`src/sv/ter_pkg.sv`:
```
// Shared constants, codes and control structures of the triangle edge rasterizer.
`default_nettype none
package ter_pkg;

	localparam int COORD_BITS = 12;
	localparam int DW = COORD_BITS + 1;
	localparam int WW = 2 * COORD_BITS + 3;
	localparam int NW = (WW - 1) + 8 + 2;
	localparam int AW = 5;
	localparam int DATA_W = 32;

	localparam logic KIND_START = 1'b0;
	localparam logic KIND_STEP = 1'b1;

	localparam logic [2:0] REG_V0_COLOR = 3'd0;
	localparam logic [2:0] REG_V1_COLOR = 3'd1;
	localparam logic [2:0] REG_V2_COLOR = 3'd2;
	localparam logic [2:0] REG_SCR_WIDTH = 3'd3;
	localparam logic [2:0] REG_SCR_HEIGHT = 3'd4;

	typedef struct packed {
		logic start;
		logic step;
		logic setup;
		logic mul;
		logic sat;
		logic div;
		logic [2:0] cnt;
		logic load_out;
	} ter_cmd_t;

	typedef struct packed {
		logic empty;
		logic active;
		logic frag_wr;
	} ter_stat_t;

endpackage
`default_nettype wire

```
`src/sv/ter_ctrl.sv`:
```
// Sequencer: handshakes, setup steps, color multiply and divide steps, output register valid.
`default_nettype none
module ter_ctrl (
	input wire logic clk,
	input wire logic arst_n,
	input wire logic in_valid,
	input wire logic in_kind,
	output logic in_ready,
	input wire logic out_ready,
	output logic out_valid,
	input wire ter_pkg::ter_stat_t stat,
	output ter_pkg::ter_cmd_t cmd
);
	import ter_pkg::*;

	localparam logic [2:0] ST_IDLE = 3'd0;
	localparam logic [2:0] ST_SETUP = 3'd1;
	localparam logic [2:0] ST_CHK = 3'd2;
	localparam logic [2:0] ST_MUL = 3'd3;
	localparam logic [2:0] ST_SAT = 3'd4;
	localparam logic [2:0] ST_DIV = 3'd5;
	localparam logic [2:0] ST_OUT = 3'd6;

	logic [2:0] state_q, state_d;
	logic [2:0] cnt_q, cnt_d;
	logic out_v_q;

	assign in_ready = (state_q == ST_IDLE);
	assign out_valid = out_v_q;

	always_comb begin
		state_d = state_q;
		cnt_d = cnt_q;
		cmd = '0;
		cmd.cnt = cnt_q;
		case (state_q)
			ST_IDLE: begin
				if (in_valid) begin
					if (in_kind == KIND_START) begin
						cmd.start = 1'b1;
						cnt_d = 3'd0;
						state_d = stat.empty ? ST_OUT : ST_SETUP;
					end else begin
						cmd.step = 1'b1;
						state_d = stat.active ? ST_CHK : ST_IDLE;
					end
				end
			end
			ST_SETUP: begin
				cmd.setup = 1'b1;
				cnt_d = cnt_q + 3'd1;
				if (cnt_q == 3'd3) state_d = ST_IDLE;
			end
			ST_CHK: begin
				cnt_d = 3'd0;
				state_d = stat.frag_wr ? ST_MUL : ST_OUT;
			end
			ST_MUL: begin
				cmd.mul = 1'b1;
				cnt_d = cnt_q + 3'd1;
				if (cnt_q == 3'd2) state_d = ST_SAT;
			end
			ST_SAT: begin
				cmd.sat = 1'b1;
				cnt_d = 3'd7;
				state_d = ST_DIV;
			end
			ST_DIV: begin
				cmd.div = 1'b1;
				cnt_d = cnt_q - 3'd1;
				if (cnt_q == 3'd0) state_d = ST_OUT;
			end
			ST_OUT: begin
				if (!out_v_q || out_ready) begin
					cmd.load_out = 1'b1;
					state_d = ST_IDLE;
				end
			end
			default: state_d = ST_IDLE;
		endcase
	end

	always_ff @(posedge clk or negedge arst_n) begin
		if (!arst_n) begin
			state_q <= ST_IDLE;
			cnt_q <= '0;
			out_v_q <= 1'b0;
		end else begin
			state_q <= state_d;
			cnt_q <= cnt_d;
			if (cmd.load_out) out_v_q <= 1'b1;
			else if (out_ready) out_v_q <= 1'b0;
		end
	end
endmodule
`default_nettype wire

```
`config.mk`:
```
export PLATFORM = sky130hd
export DESIGN_NAME = ter_ctrl
export DESIGN_NICKNAME = d
export VERILOG_FILES = /design/src/sv/ter_pkg.sv /design/src/sv/ter_ctrl.sv
export SDC_FILE = /design/constraint.sdc
export NUM_CORES = 1
export LEC_CHECK = 0
export BUFFER_PORTS_ARGS = -buffer_cell sky130_fd_sc_hd__buf_4
export CAP_MARGIN = 15
export CORE_AREA = 5 5 42 44
export DETAILED_ROUTE_END_ITERATION = 16
export DIE_AREA = 0 0 47 49
export GPL_TIMING_DRIVEN = 1
export PLACE_DENSITY = 0.74
export REMOVE_ABC_BUFFERS = 1
export SLEW_MARGIN = 20
export SYNTH_ARGS = -nofsm -noshare
export SYNTH_HDL_FRONTEND = slang
export SYNTH_SLANG_ARGS = --single-unit
```
`constraint.sdc`:
```
create_clock -name clk -period 1.77 [get_ports clk]
set_input_delay 0.354 -clock clk [delete_from_list [all_inputs] [get_ports clk]]
set_output_delay 0.354 -clock clk [all_outputs]
set_load 0.05 [all_outputs]
```
==> out/results.ini <==
[setup_path]
crit_required_ns = 1.42
cp-start-kind = flop
critPathMaxFanout = 6
crit_arrival_ns = 1.49
worstSetupPathType = flop to output pin
end_kind = output pin

[status]
violations = setup timing
status = complete, but fails checks

[routing]
drcViolationCount = 0
wl_um = 2010
drtIter0Drc = 41
postRouteAntennaNets = 0
drt_first_pass_iters = 4
wl_per_cell_um = 16.1
routed-via-count = 721
vias_per_cell = 5.77

[clock_network]
clk_path_buf_depth = 2
clock-sinks = 7
cts_root_buffer = clkbuf_4
htree_levels = 1
cts_inserted_buffers = 3
clk_pin_slew_ns = 0.06
clk-insertion-delay-late_ns = 0.27
cts_tree = built

[sta]
max_freq_mhz = 541
min_period_ns = 1.85
slew_violations = 0
slew_headroom_pct = 76.3
min_period_over_period_pct = 104
rsz0062_at_grt = true
timing.final.ws_setup_ns = -0.0789
tns_ns = -0.146
hold_ws_ns = 0.434
setup_viol = 3
finalClockSkew_ns = 0.00838
hold_viol_final = 0
worst_pin_slew_ns = 0.355

[logic_synthesis]
ys_types = 30
ys_warn_count = 0
ys_seq_area_share_pct = 28.5
synth_top_cell_area_share_pct = 28.5
async_flop_share_pct = 100
yosys.area.top_type = dfrtp_1
yosys-top-cells-area = dfrtp_1 28%, o21ai_0 8.1%, buf_6 5.5%
synth_edf_count = 0
syn_inst = 77
synth_seq_cells = 7
synth_flop_cell = dfrtp_1
avgSynthCellArea_sq_um = 7.99
synth_area_sq_um = 616

[die]
dieArea_sq_mm = 0.00230
coreArea_sq_mm = 0.00140
start_util_pct = 43.9
rows = 14
die_w_um = 47
io_pins = 20
die_y_um = 49

[global_routing]
grt_pass1_vias = 650
grt_usage_pct = 17.3
antenna_found_initial = 0
grt_pass1_wl_um = 2900
grt_max_degree = 10
grt.overflow.total = 0

[finish]
final_cell_mix = 27 x buf_4, 10 x o21ai_0, 7 x nand2_1
final_util_pct = 65.4
diodes = 0
synthToLayoutAreaGrowth_pct = 49.0
layout_commonest_cell = buf_4
fin_cells = 125
fillers = 121
drive_above_1_share_pct = 45.0
fin_nets = 119

[pwr]
max-vdd-ir-drop_mv = 1.67
p_leak_nw = 0.431
power.density_mw_per_mm2 = 2370

[run]
cap_violations = 0

[hold_path]
worst_hold_path_type = primary input to async pin

[placement]
port_buffers = 19
post-place-cells = 114
routabilityCongestion = 0.904
hpwl_um = 1320

## cells in the mapped netlist, types with 2 or more instances
cell and n:
buf_6 3, a21oi_1 6, o21ai_0 10, inv_1 6, nand2b_1 3, buf_2 2
nor2_1 8, dfrtp_1 7, nor3_1 3, nand2_1 8, o21ai_1 2
## metal layers
metal / part of all wire [%] / GRT usage, % / up-vias
li1: - / - / 333
met1: 42 / 23.0 / 340
met2: 48 / 24.4 / 41
met3: 7.0 / 2.95 / 7
met4: 3.2 / 12.0 / 0
met5: 0 / 0 / -
## cell families after synthesis
group           share of synthesized area, %
compound gates                          31.5
simple gates                            22.0
buf+inv                                 10.8
flops                                   28.5
mux                                     4.06
fa+ha+maj                               3.25
## worst max-delay path, stage by stage (launching register included)
cell and delay (ns):
dfrtp_1 0.43, buf_6 0.16, nor3_4 0.26, and3_4 0.24, buf_8 0.14
## power breakdown
part	leakage [nW]	internal, W	total [W]	switching [W]
combinational	0.335	0.000651	0.00160	0.000949
sequential	0.0811	0.000246	0.000408	0.000162
clock	0.0150	0.0000870	0.000162	0.0000751
total	0.431	0.000984	0.00217	0.00119
## worst paths after layout
check / cells past startpoint / start / endpoint / slack [ns]
max: 4 / state_q[1] / cmd[8] / -0.08
min reg2reg: 2 / out_valid / out_valid / 0.55
min in group clk: 3 / out_ready / out_valid / 0.44
min: 2 / arst_n / state_q[1] / 0.43
max reg2reg: 7 / state_q[1] / state_q[2] / 0.11
max in group asynchronous: 2 / arst_n / state_q[2] / 1.20
## through the flow
| stage | total power, W | area, sq um | worst slack [ns] |
|---|---|---|---|
| final | 0.00217 | 917 | -0.0789 |
| after CTS | 0.00201 | 835 | 0.0126 |
| after global routing | 0.00229 | 917 | -0.144 |
| after global placement | 0.00179 | 787 | 0.225 |
| after floorplan | 0.00136 | 572 | -0.700 |
| after detailed placement | 0.00182 | 787 | 0.193 |
## what timing repair did
item                                   4_1_cts  5_1_grt
pin swaps                                    0        2
endpoints found under the hold margin        7        0
resized for setup                            3       11
setup buffers                                0        6
setup endpoints to repair                    2        6
hold buffers                                 1        0
## flip-flops by register name (all words and copies together) (netlist names)
signal and cells:
state_q 3, cnt_q 3, out_valid 1
## layout make-up
cell class	instances	area, sq um	area share [%]
Tap cell	16	20.0	2.18
Sequential cell	7	178	19.4
Clock buffer	4	26.3	2.86
Multi-Input combinational cell	59	398	43.4
Inverter	6	22.5	2.46
Timing Repair Buffer	33	273	29.7
No activity file was read; power rests on OpenSTA's default activity.
