`src/sv/ter_pkg.sv`:
```
// Shared constants, codes and control structures of the triangle edge rasterizer.
`default_nettype none
package ter_pkg;

	localparam int COORD_BITS = 12;
	localparam int DW = COORD_BITS + 1;
	localparam int WW = 2 * COORD_BITS + 3;
	localparam int NW = (WW - 1) + 8 + 2;
	localparam int AW = 5;
	localparam int DATA_W = 32;

	localparam logic KIND_START = 1'b0;
	localparam logic KIND_STEP = 1'b1;

	localparam logic [2:0] REG_V0_COLOR = 3'd0;
	localparam logic [2:0] REG_V1_COLOR = 3'd1;
	localparam logic [2:0] REG_V2_COLOR = 3'd2;
	localparam logic [2:0] REG_SCR_WIDTH = 3'd3;
	localparam logic [2:0] REG_SCR_HEIGHT = 3'd4;

	typedef struct packed {
		logic start;
		logic step;
		logic setup;
		logic mul;
		logic sat;
		logic div;
		logic [2:0] cnt;
		logic load_out;
	} ter_cmd_t;

	typedef struct packed {
		logic empty;
		logic active;
		logic frag_wr;
	} ter_stat_t;

endpackage
`default_nettype wire

```
`src/sv/ter_cfg.sv`:
```
// APB register bank: vertex colors and screen size.
`default_nettype none
module ter_cfg (
	input wire logic clk,
	input wire logic arst_n,
	input wire logic psel,
	input wire logic penable,
	input wire logic pwrite,
	input wire logic [ter_pkg::AW-1:0] paddr,
	input wire logic [ter_pkg::DATA_W-1:0] pwdata,
	output logic [ter_pkg::DATA_W-1:0] prdata,
	output logic pready,
	output logic [23:0] color0,
	output logic [23:0] color1,
	output logic [23:0] color2,
	output logic [10:0] scr_width,
	output logic [10:0] scr_height
);
	import ter_pkg::*;

	logic [2:0] idx;
	logic wr_en;

	assign idx = paddr[AW-1:2];
	assign wr_en = psel && penable && pwrite;
	assign pready = 1'b1;

	always_ff @(posedge clk or negedge arst_n) begin
		if (!arst_n) begin
			color0 <= 24'hFF0000;
			color1 <= 24'h00FF00;
			color2 <= 24'h0000FF;
			scr_width <= 11'd800;
			scr_height <= 11'd600;
		end else if (wr_en) begin
			case (idx)
				REG_V0_COLOR: color0 <= pwdata[23:0];
				REG_V1_COLOR: color1 <= pwdata[23:0];
				REG_V2_COLOR: color2 <= pwdata[23:0];
				REG_SCR_WIDTH: scr_width <= pwdata[10:0];
				REG_SCR_HEIGHT: scr_height <= pwdata[10:0];
				default: ;
			endcase
		end
	end

	always_comb begin
		case (idx)
			REG_V0_COLOR: prdata = {8'd0, color0};
			REG_V1_COLOR: prdata = {8'd0, color1};
			REG_V2_COLOR: prdata = {8'd0, color2};
			REG_SCR_WIDTH: prdata = {21'd0, scr_width};
			REG_SCR_HEIGHT: prdata = {21'd0, scr_height};
			default: prdata = '0;
		endcase
	end
endmodule
`default_nettype wire

```
`config.mk`:
```
export PLATFORM = sky130hd
export DESIGN_NAME = ter_cfg
export DESIGN_NICKNAME = d
export VERILOG_FILES = /design/src/sv/ter_pkg.sv /design/src/sv/ter_cfg.sv
export SDC_FILE = /design/constraint.sdc
export NUM_CORES = 1
export LEC_CHECK = 0
export ABC_AREA = 1
export BUFFER_PORTS_ARGS = -buffer_cell sky130_fd_sc_hd__buf_2
export CAP_MARGIN = 10
export CORE_ASPECT_RATIO = 0.8
export CORE_MARGIN = 4
export CORE_UTILIZATION = 40
export CTS_BUF_LIST = sky130_fd_sc_hd__clkbuf_16
export DETAILED_ROUTE_END_ITERATION = 8
export PLACE_DENSITY = 0.67
export SLEW_MARGIN = 10
export SYNTH_ARGS = -nofsm -noshare
export SYNTH_HDL_FRONTEND = slang
export SYNTH_SLANG_ARGS = --single-unit
```
`constraint.sdc`:
```
create_clock -name clk -period 1 [get_ports clk]
set_input_delay 0.05 -clock clk [delete_from_list [all_inputs] [get_ports clk]]
set_output_delay 0.05 -clock clk [all_outputs]
set_load 0.01 [all_outputs]
```
==> key figures, run 1 <==
Place
  – Hpwl dp: 9672 um
  – Port Buffers: 149
  – Gp weighted congestion: 0.8736
  – Pre-CTS WS: -103.5 ps

Run
  – Max_cap viols: 0

Floorplan
  – Cell Rows: 34
  – Full die area: 0.01319 mm2
  – Die Ht: 103.5 um
  – Core area: 0.01102 mm2
  – Ports: 169
  – Initial Utilization: 41.41%
  – Die X: 127.4 um

GRT
  – Number of global-route vias before repair: 4452
  – Initial antenna violation count: 1
  – Total gr overflow: 0
  – GR Util All Layers: 20.84%
  – Pin count of the biggest net entering global routing: 40
  – First-pass GRT wire length: 22320 um

Worst setup path
  – Critical path launch point type: flip-flop
  – Crit path kind: reg -> out
  – Crit path DAT: 1280 ps
  – R2R depth: 5
  – CP Depth: 5
  – Family with the most delay on the worst path: flip-flops
  – Crit-path max cell delay: 550 ps
  – CP Capture Type: output pin
  – Worst EP required: 950 ps
  – Crit path buffers/inverters: 2
  – CP max-delay cell: dfstp_2
  – Crit Path Max Fanout: 2
  – Worst path cell trace: nand3_2 -> o21ai_2 -> inv_1 -> nand2_1 -> buf_2

Clock tree
  – Worst skew pair latency: 340 ps
  – CTS tree: built
  – Clock transition at path regs: 60 ps
  – Clock tree buffer depth: 2
  – Clock tree sinks: 94
  – H-tree Lvls: 3
  – Root buffer cell: clkbuf_16
  – Inserted Clock Buffers: 9

Drt
  – Avg Vias per Cell: 4.872
  – Total Wirelength: 13890 um
  – Final ANT Viol Nets: 0
  – Routed wire per std cell: 15.03 um
  – Starting DRC count in detailed routing: 318
  – Via count: 4502
  – Post-route DRC violation count: 0
  – DR pass1 iterations: 5

STA
  – Unrepaired setup endpoints after global routing: true
  – Fmax: 754.3 MHz
  – Layout Skew: 0 ps
  – Final Hold Vio Count: 0
  – Setup-failing EPs final: 59
  – Min setup slack post-route: -325.7 ps
  – Final min period: 1326 ps
  – Setup TNS: -9756 ps
  – Tcrit/Tclk final: 132.6%
  – Final Slew Violations: 0

Cells and area
  – Most frequent cells in the layout: nand2_1 (145), buf_2 (109), buf_6 (74)
  – Share of layout cells above drive strength 1: 44.62%
  – Most common cell after layout, fill and taps aside: nand2_1
  – Area growth syn-to-layout: 53.44%
  – Nets: 817
  – # diodes: 0

Outcome
  – Violated checks: setup timing
  – Status: finished, violations left

Logic synthesis
  – Cell variety after synth: 26
  – Cell Area, Synth: 0.004563 mm2
  – Synth Register Bits: 94
  – Post-synthesis sequential area ratio: 52.40%
  – Mapped Avg Cell Area: 8.482 um2
  – Syn Inst Count: 538
  – Syn. warnings: 0

Power
  – Power Total: 12.67 mW
  – Leak pwr: 3.658 nW
  – PwrDens: 1810 mW/mm2
  – Max VDD drop: 0.001336 V

Worst hold path
  – Worst hold path type: in -> async
==> final cells by class <==
type | instances | area (um2)
inverter | 56 | 222.7
clock inverter | 7 | 58.81
timing repair buffer | 258 | 2142
multi-input combinational | 356 | 1782
sequential | 94 | 2391
fill | 916 | 4016
tap | 144 | 180.2
clock buffer | 9 | 225.2
==> per-stage QoR <==
| step | hold WS, ps | instances | cell area (um2) | util, % |
|---|---|---|---|---|
| 5_1_grt | 174.6 | 924 | 7002 | 63.55 |
| 3_3_place_gp | -42.52 | 844 | 5734 | 52.04 |
| 4_1_cts | 141.4 | 904 | 6696 | 60.78 |
| 3_5_place_dp | -42.53 | 844 | 5734 | 52.04 |
| 6_report | 142.8 | 924 | 7002 | 63.55 |
| 2_1_floorplan | -245.6 | 545 | 4607 | - |
==> where the power goes <==
part / internal (mW) / switching (mW)
clock: 1.90 / 1.41
combinational: 2.14 / 1.85
sequential: 4.71 / 0.654
==> metal layers <==
layer / up-vias / wire length, um / GRT usage, % / share of wire (%)
li1: 2182 / - / - / -
met5: - / 7 / 0 / 0.050
met4: 2 / 160 / 5.054 / 1.2
met3: 19 / 993 / 5.195 / 7.1
met2: 154 / 6719 / 34.26 / 48
met1: 2145 / 6011 / 27.66 / 43
==> cell usage after synthesis (all sizes together) <==
cell type / instances / share of area (%)
nand2: 168 / 15
o21ai: 102 / 13
dfrtp: 63 / 35
inv: 55 / 4.6
nand3: 40 / 4.8
dfstp: 31 / 18
buf: 27 / 5.0
nor2: 23 / 2.2
nand4: 13 / 1.8
clkbuf: 12 / 0.99
conb: 2 / 0.16
clkinv: 1 / 0.082
nor3: 1 / 0.36
==> state kept, by name (all words and copies together) (netlist names) <==
| signal | flops |
|---|---|
| scr_width | 11 |
| color2 | 24 |
| scr_height | 11 |
| color0 | 24 |
| color1 | 24 |
==> repair_timing <==
action / CTS / global route
hold endpoints to repair: 100 / 0
endpoints found under the setup margin: 55 / 60
gates resized for setup: 58 / 48
setup buffers: 20 / 26
pin swaps: 46 / 12
hold buffers: 25 / 0
==> path summary, 6_finish.rpt <==
path	from	to	slack (ps)
max	scr_height[4]$_DFFE_PN1P_	prdata[4]	-330
min	arst_n	color0[9]$_DFFE_PN0P_	140
min in group clk	penable	scr_width[6]$_DFFE_PN0P_	180
max in group asynchronous	arst_n	color0[23]$_DFFE_PN1P_	290
max reg2reg	color2[5]$_DFFE_PN1P_	color2[5]$_DFFE_PN1P_	30
min reg2reg	color0[16]$_DFFE_PN1P_	color0[16]$_DFFE_PN1P_	510
==> logic make-up (layout without fill, tap and decap cells) <==
logic type | Yosys count | after routing | synth area share [%]
AND/OR/NAND/NOR | 245 | 245 | 23.99
buffers and inverters | 95 | 330 | 10.61
flip-flops | 94 | 94 | 52.40
AO/OA/AOI/OAI | 102 | 102 | 12.83
other | 2 | 9 | 0.1646
Note: power is estimated with default switching activity, not from simulation.
==> run 2, diff against run 1 <==
--- a/config.mk
+++ b/config.mk
@@ -14,6 +14,7 @@
 export CTS_BUF_LIST = sky130_fd_sc_hd__clkbuf_16
 export DETAILED_ROUTE_END_ITERATION = 8
 export PLACE_DENSITY = 0.67
+export REMOVE_ABC_BUFFERS = 1
 export SLEW_MARGIN = 10
 export SYNTH_ARGS = -nofsm -noshare
 export SYNTH_HDL_FRONTEND = slang
==> run 2 against run 1 <==
Effect of this change: the flow still finishes with violations (setup timing); die area unchanged; non-clock buffer count down 1; highest routed layer is now met4; flip-flop and latch count unchanged; count of clock-buffer cells in the layout unchanged; largest power group unchanged; critical path depth unchanged.
==> key figures, run 2 (synthesis results as in run 1) <==
Clock tree
  – Clock tree sinks: 94 (unchanged)
  – CTS tree: built (unchanged)
  – Worst skew pair latency: 340 ps (about the same)
  – Clock transition at path regs: 60 ps (about the same)
  – Inserted Clock Buffers: 9 (unchanged)
  – Clock tree buffer depth: 2 (unchanged)
  – Root buffer cell: clkbuf_16 (unchanged)
  – H-tree Lvls: 3 (unchanged)

STA
  – Fmax: 753.3 MHz (was 754.3 MHz)
  – Unrepaired setup endpoints after global routing: true (unchanged)
  – Final min period: 1328 ps (was 1326 ps)
  – Setup-failing EPs final: 60 (was 59)
  – Tcrit/Tclk final: 132.8% (was 132.6%)
  – Setup TNS: -9260 ps (was -9756 ps)
  – Min setup slack post-route: -327.5 ps (was -325.7 ps)
  – Final Hold Vio Count: 0 (unchanged)
  – Final Slew Violations: 0 (unchanged)
  – Hold Slack: 6.214 ps (was 142.8 ps)
  – Layout Skew: 0 ps (unchanged)

Outcome
  – Violated checks: setup timing (unchanged)
  – Status: finished, violations left (unchanged)

Place
  – Dpl cell area: 0.005692 mm2 (was 0.005734 mm2)
  – Gp weighted congestion: 0.8560 (was 0.8736)
  – Pre-CTS WS: -214.8 ps (was -103.5 ps)
  – Port Buffers: 149 (unchanged)
  – DP Cell Count: 838 (was 844)
  – Hpwl dp: 9877 um (was 9672 um)

Floorplan
  – Die Ht: 103.5 um (unchanged)
  – Full die area: 0.01319 mm2 (unchanged)
  – Die X: 127.4 um (unchanged)
  – Ports: 169 (unchanged)
  – Cell Rows: 34 (unchanged)
  – Initial Utilization: 41.41% (unchanged)
  – Core area: 0.01102 mm2 (unchanged)

Worst setup path
  – Reg-to-reg endpoint: color2[4]$_DFFE_PN1P_ (was color2[5]$_DFFE_PN1P_)
  – Crit path kind: reg -> out (unchanged)
  – Crit-path max cell delay: 550 ps (about the same)
  – Reg2reg start: color2[4]$_DFFE_PN1P_ (was color2[5]$_DFFE_PN1P_)
  – Worst EP required: 950 ps (about the same)
  – CP Capture Type: output pin (unchanged)
  – Crit path DAT: 1280 ps (about the same)
  – R2R depth: 5 (unchanged)
  – Critical path launch point type: flip-flop (unchanged)
  – Worst path cell trace: nand3_2 -> o21ai_1 -> inv_1 -> nand2_1 -> buf_2 (was nand3_2 -> o21ai_2 -> inv_1 -> nand2_1 -> buf_2)
  – CP max-delay cell: dfstp_2 (unchanged)
  – Family with the most delay on the worst path: flip-flops (unchanged)
  – Setup slack, reg-to-reg: 0 ps (was 30 ps)
  – Crit path buffers/inverters: 2 (unchanged)
  – Crit Path Max Fanout: 2 (unchanged)

GRT
  – GR Util All Layers: 22.12% (was 20.84%)
  – Initial antenna violation count: 0 (was 1)
  – Total gr overflow: 0 (unchanged)
  – First-pass GRT wire length: 23330 um (was 22320 um)
  – Number of global-route vias before repair: 4547 (was 4452)
  – Pin count of the biggest net entering global routing: 44 (was 40)

Worst hold path
  – Hold Path End: color1[21]$_DFFE_PN0P_
  – Hold Path Stages: 3
  – Worst hold start: pwdata[21]
  – Worst hold path type: in -> reg (was in -> async)

Power
  – Sw frac: 30.35% (was 30.92%)
  – Clock share of power: 27.3% (was 26.1%)
  – Sequential power share: 41.3% (was 42.3%)
  – Leak pwr: 3.654 nW (was 3.658 nW)
  – PwrDens: 1847 mW/mm2 (was 1810 mW/mm2)
  – Combinational power share: 31.4% (was 31.5%)
  – Max VDD drop: 0.001215 V (was 0.001336 V)
  – Net Switching: 3.931 mW (was 3.919 mW)
  – Power Total: 12.95 mW (was 12.67 mW)
  – Internal: 9.020 mW (was 8.755 mW)

Cells and area
  – # diodes: 0 (unchanged)
  – Non-Filler Instances: 923 (was 924)
  – Nets: 816 (was 817)
  – Final core occ: 63.65% (was 63.55%)
  – Non-Filler Cell Area, Final: 0.007013 mm2 (was 0.007002 mm2)
  – Biggest regs: color0: 24 flops, color1: 24 flops, color2: 24 flops (unchanged)
  – Share of layout cells above drive strength 1: 44.42% (was 44.62%)
  – Most frequent cells in the layout: nand2_1 (143), buf_2 (107), buf_6 (74) (was nand2_1 (145), buf_2 (109), buf_6 (74))
  – Area growth syn-to-layout: 53.69% (was 53.44%)
  – Most common cell after layout, fill and taps aside: nand2_1 (unchanged)

Drt
  – Via count: 4633 (was 4502)
  – Final ANT Viol Nets: 0 (unchanged)
  – DR pass1 iterations: 5 (unchanged)
  – Total Wirelength: 14970 um (was 13890 um)
  – Starting DRC count in detailed routing: 389 (was 318)
  – Avg Vias per Cell: 5.020 (was 4.872)
  – Routed wire per std cell: 16.21 um (was 15.03 um)
  – Post-route DRC violation count: 0 (unchanged)

Run
  – Max_cap viols: 0 (unchanged)
## run 2: cell count changes in the layout (fill, tap and decap cells not counted), moves of 3 or more
cell      before  now
clkinv_1       0    3
nor2_1        16   19
inv_2          4    7
nor2_2         6    3
o21ai_1       29   33
## run 2: power by group through the flow
stage / registers, mW / logic (mW) / clock network (mW)
final: 5.35 / 4.06 / 3.54
after global routing: 5.44 / 4.44 / 3.79
after CTS: 5.30 / 3.62 / 3.63
after detailed placement: 5.36 / 2.82 / 0
after global placement: 5.34 / 2.74 / 0
after floorplan: 5.63 / 1.00 / 0
## run 2: what timing repair did
action / CTS / global route
hold buffers: 23 / 0
resized for setup: 53 / 59
setup endpoints to repair: 55 / 61
pin swaps: 36 / 15
buffers inserted: 28 / 29
endpoints found under the hold margin: 92 / 0
## run 2: worst max-delay path by stage
stage | startpoint | endpoint | slack [ps] | cells after the start
2_1_floorplan | paddr[3] | color0[16]$_DFFE_PN1P_ | -530 | 3
3_3_place_gp | paddr[3] | color1[1]$_DFFE_PN0P_ | -170 | 8
3_5_place_dp | paddr[3] | color1[3]$_DFFE_PN0P_ | -210 | 8
4_1_cts | color1[8]$_DFFE_PN1P_ | prdata[8] | -330 | 5
5_1_grt | scr_height[6]$_DFFE_PN1P_ | prdata[6] | -420 | 5
6_report | scr_height[3]$_DFFE_PN1P_ | prdata[3] | -330 | 5
## run 2: worst min-delay path: cells and delay by family
kind                   cells  cell delay (ps)
AOI/OAI and AO/OA          1              120
buffers and inverters      2              130
## run 2: layout make-up
cell class	count	area, um2
Fill cell	910	4005
Clock buffer	9	225.2
Sequential cell	94	2391
Multi-Input combinational cell	356	1777
Inverter	56	212.7
Timing Repair Buffer	257	2147
Clock inverter	7	80.08
Tap cell	144	180.2
## run 2: metal layers
metal / part of all wire, % / up-vias / GRT usage (%) / wire [um]
met3: 8.3 / 21 / 4.990 / 1241
li1: - / 2177 / - / -
met2: 47 / 210 / 34.11 / 7058
met4: 1.4 / 0 / 6.891 / 213
met5: 0 / - / 0 / 0
met1: 43 / 2225 / 31.02 / 6453
